===== config.mk =====
export PLATFORM = sky130hd
export DESIGN_NAME = consensus_node_message_engine
export DESIGN_NICKNAME = d
export VERILOG_FILES = /design/src/cnme_pkg.sv /design/src/cnme_cfg.sv /design/src/cnme_core.sv /design/src/cnme_outq.sv /design/src/consensus_node_message_engine.sv
export SDC_FILE = /design/constraint.sdc
export NUM_CORES = 1
export LEC_CHECK = 0
export ABC_AREA = 1
export BUFFER_PORTS_ARGS = -buffer_cell sky130_fd_sc_hd__clkbuf_2
export CAP_MARGIN = 25
export CELL_PAD_IN_SITES_DETAIL_PLACEMENT = 0
export CELL_PAD_IN_SITES_GLOBAL_PLACEMENT = 2
export CORE_MARGIN = 8
export CORE_UTILIZATION = 40
export DETAILED_ROUTE_END_ITERATION = 12
export GPL_TIMING_DRIVEN = 1
export PLACE_DENSITY_LB_ADDON = 0.12
export SLEW_MARGIN = 20
export SYNTH_ARGS = -nofsm -noshare
export SYNTH_HDL_FRONTEND = slang
export SYNTH_SLANG_ARGS = --single-unit
export TNS_END_PERCENT = 10

===== constraint.sdc =====
create_clock -name clk_i -period 12.45 [get_ports clk_i]
set_input_delay 3.735 -clock clk_i [delete_from_list [all_inputs] [get_ports clk_i]]
set_output_delay 3.735 -clock clk_i [all_outputs]
set_load 0.02 [all_outputs]

===== src/cnme_pkg.sv =====
// shared types, codes and helpers of the consensus node message engine
`timescale 1ns / 1ps
`default_nettype none

package cnme_pkg;

  localparam int unsigned NODE_COUNT = 5;
  localparam logic [13:0] BALLOT_MAX = 14'd9999;
  localparam logic [31:0] BALLOT_LIMIT = 32'd10000;
  localparam int unsigned KNOWN_COUNT = 5;

  // input message codes
  localparam logic [2:0] FN_ELECTION = 3'd0;
  localparam logic [2:0] FN_COORD    = 3'd1;
  localparam logic [2:0] FN_PREPARE  = 3'd2;
  localparam logic [2:0] FN_PROMISE  = 3'd3;
  localparam logic [2:0] FN_ACCEPT   = 3'd4;
  localparam logic [2:0] FN_ACCEPTED = 3'd5;
  localparam logic [2:0] FN_CLIENT   = 3'd6;
  localparam logic [2:0] FN_START    = 3'd7;

  // result message codes
  localparam logic [2:0] KD_ELECTION  = 3'd0;
  localparam logic [2:0] KD_COORD     = 3'd1;
  localparam logic [2:0] KD_PREPARE   = 3'd2;
  localparam logic [2:0] KD_PROMISE   = 3'd3;
  localparam logic [2:0] KD_ACCEPT    = 3'd4;
  localparam logic [2:0] KD_ACCEPTED  = 3'd5;
  localparam logic [2:0] KD_CLIENT_OK = 3'd6;
  localparam logic [2:0] KD_ANNOUNCE  = 3'd7;

  // configuration register indexes
  localparam logic [2:0] CFG_OWN_NODE = 3'd0;
  localparam logic [2:0] CFG_KNOWN_A  = 3'd1;
  localparam logic [2:0] CFG_KNOWN_B  = 3'd2;
  localparam logic [2:0] CFG_KNOWN_C  = 3'd3;
  localparam logic [2:0] CFG_KNOWN_D  = 3'd4;
  localparam logic [2:0] CFG_KNOWN_E  = 3'd5;

  typedef struct packed {
    logic [2:0]                   own_node;
    logic [KNOWN_COUNT-1:0][31:0] known;
  } cfg_t;

  typedef struct packed {
    logic [2:0]  func;
    logic [2:0]  sender;
    logic [15:0] rnd;
    logic [31:0] payload;
  } item_t;

  typedef struct packed {
    logic [2:0]  kind;
    logic [2:0]  target;
    logic [15:0] rnd;
    logic [31:0] value;
    logic        last;
  } res_t;

  function automatic logic is_known(input logic [31:0] v, input cfg_t c);
    logic hit;
    hit = 1'b0;
    for (int i = 0; i < KNOWN_COUNT; i++) begin
      if (c.known[i] == v) begin
        hit = 1'b1;
      end
    end
    return hit;
  endfunction

endpackage

`default_nettype wire


===== src/cnme_cfg.sv =====
// configuration registers: own node id and the table of known values
`timescale 1ns / 1ps
`default_nettype none

module cnme_cfg (
  input  wire logic          clk_i,
  input  wire logic          rst_ni,
  input  wire logic          cfg_we_i,
  input  wire logic [2:0]    cfg_idx_i,
  input  wire logic [31:0]   cfg_wdata_i,
  output cnme_pkg::cfg_t     cfg_o
);
  import cnme_pkg::*;

  cfg_t cfg_q;

  always_ff @(posedge clk_i or negedge rst_ni) begin
    if (!rst_ni) begin
      cfg_q.own_node <= 3'd1;
      cfg_q.known[0] <= 32'd42;
      cfg_q.known[1] <= 32'd99;
      cfg_q.known[2] <= 32'd7;
      cfg_q.known[3] <= 32'd1234;
      cfg_q.known[4] <= 32'd56;
    end else if (cfg_we_i) begin
      case (cfg_idx_i)
        CFG_OWN_NODE: cfg_q.own_node <= cfg_wdata_i[2:0];
        CFG_KNOWN_A:  cfg_q.known[0] <= cfg_wdata_i;
        CFG_KNOWN_B:  cfg_q.known[1] <= cfg_wdata_i;
        CFG_KNOWN_C:  cfg_q.known[2] <= cfg_wdata_i;
        CFG_KNOWN_D:  cfg_q.known[3] <= cfg_wdata_i;
        CFG_KNOWN_E:  cfg_q.known[4] <= cfg_wdata_i;
        default: ;
      endcase
    end
  end

  assign cfg_o = cfg_q;

endmodule

`default_nettype wire


===== src/cnme_core.sv =====
// election and agreement state with the per-item decision logic
`timescale 1ns / 1ps
`default_nettype none

module cnme_core (
  input  wire logic            clk_i,
  input  wire logic            rst_ni,
  input  wire logic            fire_i,
  input  wire cnme_pkg::item_t item_i,
  input  wire cnme_pkg::cfg_t  cfg_i,
  output cnme_pkg::res_t       res0_o,
  output cnme_pkg::res_t       res1_o,
  output logic [1:0]           n_res_o
);
  import cnme_pkg::*;

  typedef enum logic [2:0] {
    PH_IDLE     = 3'd0,
    PH_ELECT    = 3'd1,
    PH_READY    = 3'd2,
    PH_PROMISE  = 3'd3,
    PH_ACCEPTED = 3'd4
  } phase_e;

  localparam logic [2:0] ELECT_PEERS = 3'(NODE_COUNT - 1);
  localparam logic [3:0] MAJORITY    = 4'(NODE_COUNT / 2);

  phase_e      phase_q, phase_d;
  logic [2:0]  leader_q, leader_d;
  logic [13:0] best_ballot_q, best_ballot_d;
  logic [2:0]  best_node_q, best_node_d;
  logic [2:0]  seen_q, seen_d;
  logic [15:0] round_count_q, round_count_d;
  logic [3:0]  tally_q, tally_d;
  logic [31:0] agreed_q, agreed_d;
  logic [31:0] round_value_q, round_value_d;
  logic [31:0] waiting_value_q, waiting_value_d;
  logic        waiting_flag_q, waiting_flag_d;

  always_comb begin
    logic [13:0] ballot;
    logic [13:0] bb;
    logic [2:0]  bnode;
    logic [2:0]  seen_inc;
    logic [3:0]  tally_inc;
    logic [15:0] next_round;
    res_t        r0;
    res_t        r1;
    logic [1:0]  n;

    phase_d         = phase_q;
    leader_d        = leader_q;
    best_ballot_d   = best_ballot_q;
    best_node_d     = best_node_q;
    seen_d          = seen_q;
    round_count_d   = round_count_q;
    tally_d         = tally_q;
    agreed_d        = agreed_q;
    round_value_d   = round_value_q;
    waiting_value_d = waiting_value_q;
    waiting_flag_d  = waiting_flag_q;
    r0 = '0;
    r1 = '0;
    n  = 2'd0;

    // ballot clamped to 0..9999
    if (item_i.payload[31]) begin
      ballot = '0;
    end else if (item_i.payload >= BALLOT_LIMIT) begin
      ballot = BALLOT_MAX;
    end else begin
      ballot = item_i.payload[13:0];
    end
    bb = best_ballot_q;
    bnode = best_node_q;
    if (ballot > best_ballot_q ||
        (ballot == best_ballot_q && item_i.sender > best_node_q)) begin
      bb = ballot;
      bnode = item_i.sender;
    end
    seen_inc   = seen_q + 3'd1;
    tally_inc  = tally_q + 4'd1;
    next_round = round_count_q + 16'd1;

    if (item_i.func == FN_START) begin
      best_ballot_d  = ballot;
      best_node_d    = cfg_i.own_node;
      seen_d         = '0;
      leader_d       = '0;
      tally_d        = '0;
      waiting_flag_d = 1'b0;
      phase_d        = PH_ELECT;
      r0 = '{kind: KD_ELECTION, target: 3'd0, rnd: 16'd0,
             value: {18'd0, ballot}, last: 1'b0};
      n = 2'd1;
    end else if (phase_q == PH_ELECT) begin
      if (item_i.func == FN_ELECTION) begin
        best_ballot_d = bb;
        best_node_d   = bnode;
        seen_d        = seen_inc;
        if (seen_inc >= ELECT_PEERS) begin
          leader_d = bnode;
          phase_d  = PH_READY;
          r0 = '{kind: KD_COORD, target: 3'd0, rnd: 16'd0,
                 value: {29'd0, bnode}, last: 1'b0};
          n = 2'd1;
          if (bnode == cfg_i.own_node) begin
            r1 = '{kind: KD_ANNOUNCE, target: 3'd0, rnd: 16'd0,
                   value: {29'd0, cfg_i.own_node}, last: 1'b0};
            n = 2'd2;
          end
        end
      end
    end else if (phase_q != PH_IDLE) begin
      if (item_i.func == FN_COORD) begin
        leader_d = item_i.payload[2:0];
      end else if (phase_q == PH_READY) begin
        if (leader_q == cfg_i.own_node) begin
          if (item_i.func == FN_CLIENT && is_known(item_i.payload, cfg_i)) begin
            round_count_d = next_round;
            tally_d       = 4'd1;
            round_value_d = item_i.payload;
            phase_d       = PH_PROMISE;
            r0 = '{kind: KD_PREPARE, target: 3'd0, rnd: next_round,
                   value: 32'd0, last: 1'b0};
            n = 2'd1;
          end
        end else if (item_i.func == FN_PREPARE) begin
          r0 = '{kind: KD_PROMISE, target: item_i.sender, rnd: item_i.rnd,
                 value: agreed_q, last: 1'b0};
          n = 2'd1;
        end else if (item_i.func == FN_ACCEPT && is_known(item_i.payload, cfg_i)) begin
          agreed_d = item_i.payload;
          r0 = '{kind: KD_ACCEPTED, target: item_i.sender, rnd: item_i.rnd,
                 value: item_i.payload, last: 1'b0};
          n = 2'd1;
        end
      end else if (item_i.func == FN_CLIENT) begin
        waiting_value_d = item_i.payload;
        waiting_flag_d  = 1'b1;
      end else if (phase_q == PH_PROMISE) begin
        if (item_i.func == FN_PROMISE && item_i.rnd == round_count_q) begin
          tally_d = tally_inc;
          if (tally_inc > MAJORITY) begin
            agreed_d = round_value_q;
            tally_d  = 4'd1;
            phase_d  = PH_ACCEPTED;
            r0 = '{kind: KD_ACCEPT, target: 3'd0, rnd: round_count_q,
                   value: round_value_q, last: 1'b0};
            n = 2'd1;
          end
        end
      end else if (phase_q == PH_ACCEPTED) begin
        if (item_i.func == FN_ACCEPTED && item_i.rnd == round_count_q) begin
          tally_d = tally_inc;
          if (tally_inc > MAJORITY) begin
            phase_d = PH_READY;
            r0 = '{kind: KD_CLIENT_OK, target: 3'd0, rnd: round_count_q,
                   value: round_value_q, last: 1'b0};
            n = 2'd1;
            if (waiting_flag_q) begin
              waiting_flag_d = 1'b0;
              // queued client value opens the next round right away
              if (is_known(waiting_value_q, cfg_i)) begin
                round_count_d = next_round;
                tally_d       = 4'd1;
                round_value_d = waiting_value_q;
                phase_d       = PH_PROMISE;
                r1 = '{kind: KD_PREPARE, target: 3'd0, rnd: next_round,
                       value: 32'd0, last: 1'b0};
                n = 2'd2;
              end
            end
          end
        end
      end
    end

    if (n == 2'd1) begin
      r0.last = 1'b1;
    end
    if (n == 2'd2) begin
      r1.last = 1'b1;
    end
    res0_o  = r0;
    res1_o  = r1;
    n_res_o = n;
  end

  always_ff @(posedge clk_i or negedge rst_ni) begin
    if (!rst_ni) begin
      phase_q         <= PH_IDLE;
      leader_q        <= '0;
      best_ballot_q   <= '0;
      best_node_q     <= '0;
      seen_q          <= '0;
      round_count_q   <= '0;
      tally_q         <= '0;
      agreed_q        <= '1;
      round_value_q   <= '0;
      waiting_value_q <= '0;
      waiting_flag_q  <= 1'b0;
    end else if (fire_i) begin
      phase_q         <= phase_d;
      leader_q        <= leader_d;
      best_ballot_q   <= best_ballot_d;
      best_node_q     <= best_node_d;
      seen_q          <= seen_d;
      round_count_q   <= round_count_d;
      tally_q         <= tally_d;
      agreed_q        <= agreed_d;
      round_value_q   <= round_value_d;
      waiting_value_q <= waiting_value_d;
      waiting_flag_q  <= waiting_flag_d;
    end
  end

endmodule

`default_nettype wire


===== src/cnme_outq.sv =====
// two-entry result buffer that hands out one result item per cycle while the output is not stalled
`timescale 1ns / 1ps
`default_nettype none

module cnme_outq (
  input  wire logic           clk_i,
  input  wire logic           rst_ni,
  input  wire logic           load_i,
  input  wire cnme_pkg::res_t res0_i,
  input  wire cnme_pkg::res_t res1_i,
  input  wire logic [1:0]     n_res_i,
  input  wire logic           out_stall_i,
  output logic                room_o,
  output logic                out_valid_o,
  output cnme_pkg::res_t      head_o
);
  import cnme_pkg::*;

  res_t       slot0_q, slot1_q;
  logic [1:0] count_q;
  logic       pop;

  assign out_valid_o = (count_q != 2'd0);
  assign pop         = out_valid_o && !out_stall_i;
  // buffer is free for new results once everything left will be gone
  assign room_o      = (count_q == 2'd0) || (count_q == 2'd1 && pop);
  assign head_o      = slot0_q;

  always_ff @(posedge clk_i or negedge rst_ni) begin
    if (!rst_ni) begin
      count_q <= '0;
    end else if (load_i) begin
      count_q <= n_res_i;
    end else if (pop) begin
      count_q <= count_q - 2'd1;
    end
  end

  always_ff @(posedge clk_i) begin
    if (load_i) begin
      slot0_q <= res0_i;
      slot1_q <= res1_i;
    end else if (pop) begin
      slot0_q <= slot1_q;
    end
  end

endmodule

`default_nettype wire


===== src/consensus_node_message_engine.sv =====
// top level of the consensus node message engine
// order: an accepted item is registered, then decided once the result buffer has room;
// its results are loaded into the buffer and offered from there, the second behind the first
// throughput: one item per cycle while items give at most one result and the output is not
// stalled; an item with two results holds the next until its first result has gone out
// reset: clears the election and round state, sets the agreed value to all ones and loads the default config
`timescale 1ns / 1ps
`default_nettype none

module consensus_node_message_engine (
  input  wire logic        clk_i,
  input  wire logic        rst_ni,
  input  wire logic        cfg_we_i,
  input  wire logic [2:0]  cfg_idx_i,
  input  wire logic [31:0] cfg_wdata_i,
  input  wire logic        in_valid_i,
  output logic             in_stall_o,
  input  wire logic [2:0]  func_i,
  input  wire logic [2:0]  sender_i,
  input  wire logic [15:0] round_in_i,
  input  wire logic signed [31:0] payload_i,
  output logic             out_valid_o,
  input  wire logic        out_stall_i,
  output logic [2:0]       out_kind_o,
  output logic [2:0]       target_o,
  output logic [15:0]      round_out_o,
  output logic signed [31:0] value_out_o,
  output logic             last_o
);
  import cnme_pkg::*;

  cfg_t       cfg;
  item_t      item_q;
  logic       in_valid_q;
  logic       fire;
  logic       room;
  logic       take;
  res_t       res0, res1, head;
  logic [1:0] n_res;

  assign fire       = in_valid_q && room;
  assign in_stall_o = in_valid_q && !fire;
  assign take       = in_valid_i && !in_stall_o;

  always_ff @(posedge clk_i or negedge rst_ni) begin
    if (!rst_ni) begin
      in_valid_q <= 1'b0;
    end else if (take) begin
      in_valid_q <= 1'b1;
    end else if (fire) begin
      in_valid_q <= 1'b0;
    end
  end

  always_ff @(posedge clk_i) begin
    if (take) begin
      item_q <= '{func: func_i, sender: sender_i, rnd: round_in_i, payload: payload_i};
    end
  end

  cnme_cfg u_cfg (
    .clk_i       (clk_i),
    .rst_ni      (rst_ni),
    .cfg_we_i    (cfg_we_i),
    .cfg_idx_i   (cfg_idx_i),
    .cfg_wdata_i (cfg_wdata_i),
    .cfg_o       (cfg)
  );

  cnme_core u_core (
    .clk_i   (clk_i),
    .rst_ni  (rst_ni),
    .fire_i  (fire),
    .item_i  (item_q),
    .cfg_i   (cfg),
    .res0_o  (res0),
    .res1_o  (res1),
    .n_res_o (n_res)
  );

  cnme_outq u_outq (
    .clk_i       (clk_i),
    .rst_ni      (rst_ni),
    .load_i      (fire),
    .res0_i      (res0),
    .res1_i      (res1),
    .n_res_i     (n_res),
    .out_stall_i (out_stall_i),
    .room_o      (room),
    .out_valid_o (out_valid_o),
    .head_o      (head)
  );

  assign out_kind_o  = head.kind;
  assign target_o    = head.target;
  assign round_out_o = head.rnd;
  assign value_out_o = head.value;
  assign last_o      = head.last;

endmodule

`default_nettype wire

==> run metrics <==
netlist area before placement=0.0245 sq mm; CTS Buf Count=52; Achievable Freq=121 MHz; final-layout fill cell count=a little over 6000; mean number of vias per cell=around 5; proportion of total power due to net switching=0.406; total number of placement rows=90; Tcrit/Tclk final=0.665; GRT Total Usage=0.215; number of DRC violations after detailed-routing iteration 0=1401; vias in the first global route=18900; Net Count, Synth=3192; final number of max-transition violations=0; class of the tightest hold or removal check=flop to flop; Max-Cap Viols=0; # Post-CTS Setup Buffers=0; antenna diode count=0; fraction of power consumed by sequential logic=0.402; CTS-repair resized insts=0; delay of the slowest cell on the worst path=0.26 ns; number of distinct library cells after synthesis=49; layout-stage area growth over the synthesis result=12.1%; Async S/R FF share, synth=0.702; Pre-antenna DRT Iters=6; total grt overflow=0; part of the Yosys area used for sequential elements=0.479; CTS HTree Levels=2; final layout net count=3255; count of endpoints failing hold in the final timing report=0; crit path setup slack, layout=approximately 4.2 ns; summed negative setup slack over all endpoints=0 ns; final critical path time including I/O delays and setup=8.28 ns; die width=263 um; critical path class=primary input to output port; unrepaired setup endpoints after global routing=no; remaining max-slew budget at the tightest pin=0.305; share of layout cells above drive strength 1=0.107; routed vias=19800; leakage dissipation=between 0.01 and 0.015 uW; total design power=6150 uW; Slew @ Worst Pin=1.04 ns; Cell Pwr Density=about 220 mW/mm^2; crit start category=primary input; wire length of the first global-routing pass=117 mm; Worst path top cell family by delay=buffers and inverters; logic gate share of total power=0.349; core area=0.0605 sq mm; internal power component=3660 uW; number of warnings reported in the yosys synthesis log=0; Die Span Y=between 200 and 300 um; smallest hold slack=0.483 ns; die area=0.0694 sq mm; share of total power in the clock network=0.249; clock tree from TritonCTS=yes; buffer levels on the longest clock path=3; maximum number of pins on one net before global-route repair=175; arrival time of data at the critical path endpoint=4.55 ns; average cell area after synthesis=7.97 sq um; clock-pin slew reported for the worst setup and hold paths after clock tree synthesis=0.06 ns; predominant post-synthesis flop cell=sky130_fd_sc_hd__dfrtp_1; count of hold buffers inserted by post-cts repair=0; Port Buffer Count=150; worst skew pair latency=0.60 ns; Routed Antenna Nets=0; net switching power figure=2500 uW; Worst Setup End Kind=output port; most frequent cell on the critical path=sky130_fd_sc_hd__clkbuf_2; highest net fanout along the worst path=3; result of the run=completed; antenna violations before repair=0; EDFF count, synth=131; Remaining DRCs=0; skew final=around 0.018 ns; CP Buf/Inv Count=3; critical path's slowest cell=sky130_fd_sc_hd__a21oi_1; post-synthesis cell count=3075; total of flip-flops plus latches after synthesis=440; gpl congestion=~0.86; library cell used as clock root buffer=sky130_fd_sc_hd__clkbuf_16; placement-stage worst setup slack=4.16 ns; worst vdd ir=0.000129 V; count of boundary I/O pins=151; total wirelength of the detailed-routed design=76.4 mm; final setup violation count=0; Initial Utilization=0.405; post-detailed-placement half-perimeter wirelength=53.7 mm; required time of the worst setup path=~8.7 ns; drt wl/cell=19.3 um; number of clock sinks seen by CTS=440; cell chain of the critical path=clkbuf_2 -> nor2_2 -> a21oi_1 -> nand2_1 -> inv_1 -> clkbuf_2
==> cell type report <==
class                      count  area (sq um)  area share
timing repair buffer         172           991      0.0361
clock buffer                  85          1610      0.0585
inverter                     374          1400      0.0511
clock inverter                11           103     0.00374
multi-input combinational   2098         10600       0.388
tap                          782           978      0.0356
sequential                   440         11700       0.427
==> power by group through the flow <==
stage          registers (uW)  clock network, uW  logic (uW)
2_1_floorplan            2330                  0        1600
3_3_place_gp             2480                  0        2140
3_5_place_dp             2490                  0        2160
4_1_cts                  2470               1570        2170
5_1_grt                  2530               1620        2420
6_report                 2470               1530        2150
==> worst paths after layout <==
kind	from	endpoint	slack, ns	cells after the start
max	out_stall_i	in_stall_o	4.17	6
min	u_core.best_ballot_q[8]	u_core.best_ballot_q[8]	0.48	2
max reg2reg	item_q[18]	u_core.best_ballot_q[5]	7.04	16
min reg2reg	u_core.best_ballot_q[8]	u_core.best_ballot_q[8]	0.48	2
max in group asynchronous	rst_ni	u_cfg.cfg_o[86]	7.47	4
min in group asynchronous	rst_ni	u_core.best_ballot_q[7]	3.12	1
==> cells by family after synthesis <==
logic type,Yosys count,share of synthesized area
buffers and inverters,537,0.0888
flip-flops,440,0.479
AO/OA/AOI/OAI,480,0.105
XOR/XNOR,288,0.103
AND/OR/NAND/NOR,1307,0.213
adder cells (fa/ha/maj),23,0.0117
==> cell usage in the layout, fill, tap and decap left out, types with 3 or more instances in the layout <==
cell                          n
sky130_fd_sc_hd__nand2_1    903
sky130_fd_sc_hd__inv_1      362
sky130_fd_sc_hd__o21ai_0    346
sky130_fd_sc_hd__dfrtp_1    258
sky130_fd_sc_hd__nor2_1     247
sky130_fd_sc_hd__xnor2_1    210
sky130_fd_sc_hd__clkbuf_2   149
sky130_fd_sc_hd__edfxtp_1   131
sky130_fd_sc_hd__xor2_1      78
sky130_fd_sc_hd__nand3_1     67
sky130_fd_sc_hd__clkbuf_16   53
sky130_fd_sc_hd__o21ai_1     51
sky130_fd_sc_hd__dfstp_2     51
sky130_fd_sc_hd__nand4_1     35
sky130_fd_sc_hd__a21oi_1     31
sky130_fd_sc_hd__ha_1        23
sky130_fd_sc_hd__nor3_1      20
sky130_fd_sc_hd__buf_4       18
sky130_fd_sc_hd__o41ai_1     17
sky130_fd_sc_hd__clkbuf_1    16
sky130_fd_sc_hd__clkbuf_8    16
sky130_fd_sc_hd__a22oi_1     13
sky130_fd_sc_hd__inv_2       10
sky130_fd_sc_hd__o22ai_1      8
sky130_fd_sc_hd__nand2_2      7
sky130_fd_sc_hd__clkinv_2     7
sky130_fd_sc_hd__nor2_2       5
sky130_fd_sc_hd__nand3_2      4
sky130_fd_sc_hd__clkinv_1     4
sky130_fd_sc_hd__nor3_2       3
sky130_fd_sc_hd__o211ai_1     3
==> per-stage QoR <==
step	utilization	instance area [sq um]	cells
detailed placement	0.425	25700	3864
CTS	0.453	27400	3960
floorplan	-	24500	3075
finish	0.454	27500	3962
global route	0.454	27500	3962
global placement	0.424	25700	3863
==> per-layer routing <==
layer / up-vias / track usage / part of all wire
met5: - / 0 / 0
met4: 0 / 0.0581 / 0.024
met3: 95 / 0.0268 / 0.049
met2: 496 / 0.342 / 0.45
met1: 9398 / 0.308 / 0.47
li1: 9814 / - / -
==> registers in the layout, summed over array words and instances (netlist names), 4 cells and up <==
| signal | flops |
|---|---|
| u_cfg.cfg_o | 163 |
| u_outq.head_o | 55 |
| item_q | 54 |
| u_core.agreed_q | 32 |
| u_core.round_value_q | 32 |
| u_core.waiting_value_q | 32 |
| u_outq.slot1_q | 22 |
| u_core.round_count_q | 16 |
| u_core.best_ballot_q | 14 |
| u_core.tally_q | 4 |
==> worst register-to-register path, delay by kind of cell (launching register included) <==
family	cells	cell delay [ns]
buf+inv	2	0.63
simple gates	11	3.09
compound gates	2	0.66
flops	1	0.62
fa+ha+maj	1	0.32
==> cell usage after synthesis (8+ instances only) <==
cell,count,area share
sky130_fd_sc_hd__dfstp_2,51,0.055
sky130_fd_sc_hd__clkbuf_1,73,0.011
sky130_fd_sc_hd__o21ai_1,51,0.010
sky130_fd_sc_hd__o21ai_0,347,0.071
sky130_fd_sc_hd__buf_2,73,0.015
sky130_fd_sc_hd__o22ai_1,8,0.0020
sky130_fd_sc_hd__nand2_1,907,0.14
sky130_fd_sc_hd__xor2_1,78,0.028
sky130_fd_sc_hd__edfxtp_1,131,0.16
sky130_fd_sc_hd__nand3_1,69,0.014
sky130_fd_sc_hd__a22oi_1,13,0.0040
sky130_fd_sc_hd__inv_2,9,0.0014
sky130_fd_sc_hd__o41ai_1,17,0.0061
sky130_fd_sc_hd__inv_1,363,0.056
sky130_fd_sc_hd__a21oi_1,31,0.0063
sky130_fd_sc_hd__nor2_1,249,0.038
sky130_fd_sc_hd__dfrtp_1,258,0.26
sky130_fd_sc_hd__xnor2_1,210,0.075
sky130_fd_sc_hd__nor3_1,20,0.0041
sky130_fd_sc_hd__buf_4,8,0.0025
sky130_fd_sc_hd__nand4_1,35,0.0089
sky130_fd_sc_hd__ha_1,23,0.012
No activity file was read; power rests on OpenSTA's default activity.
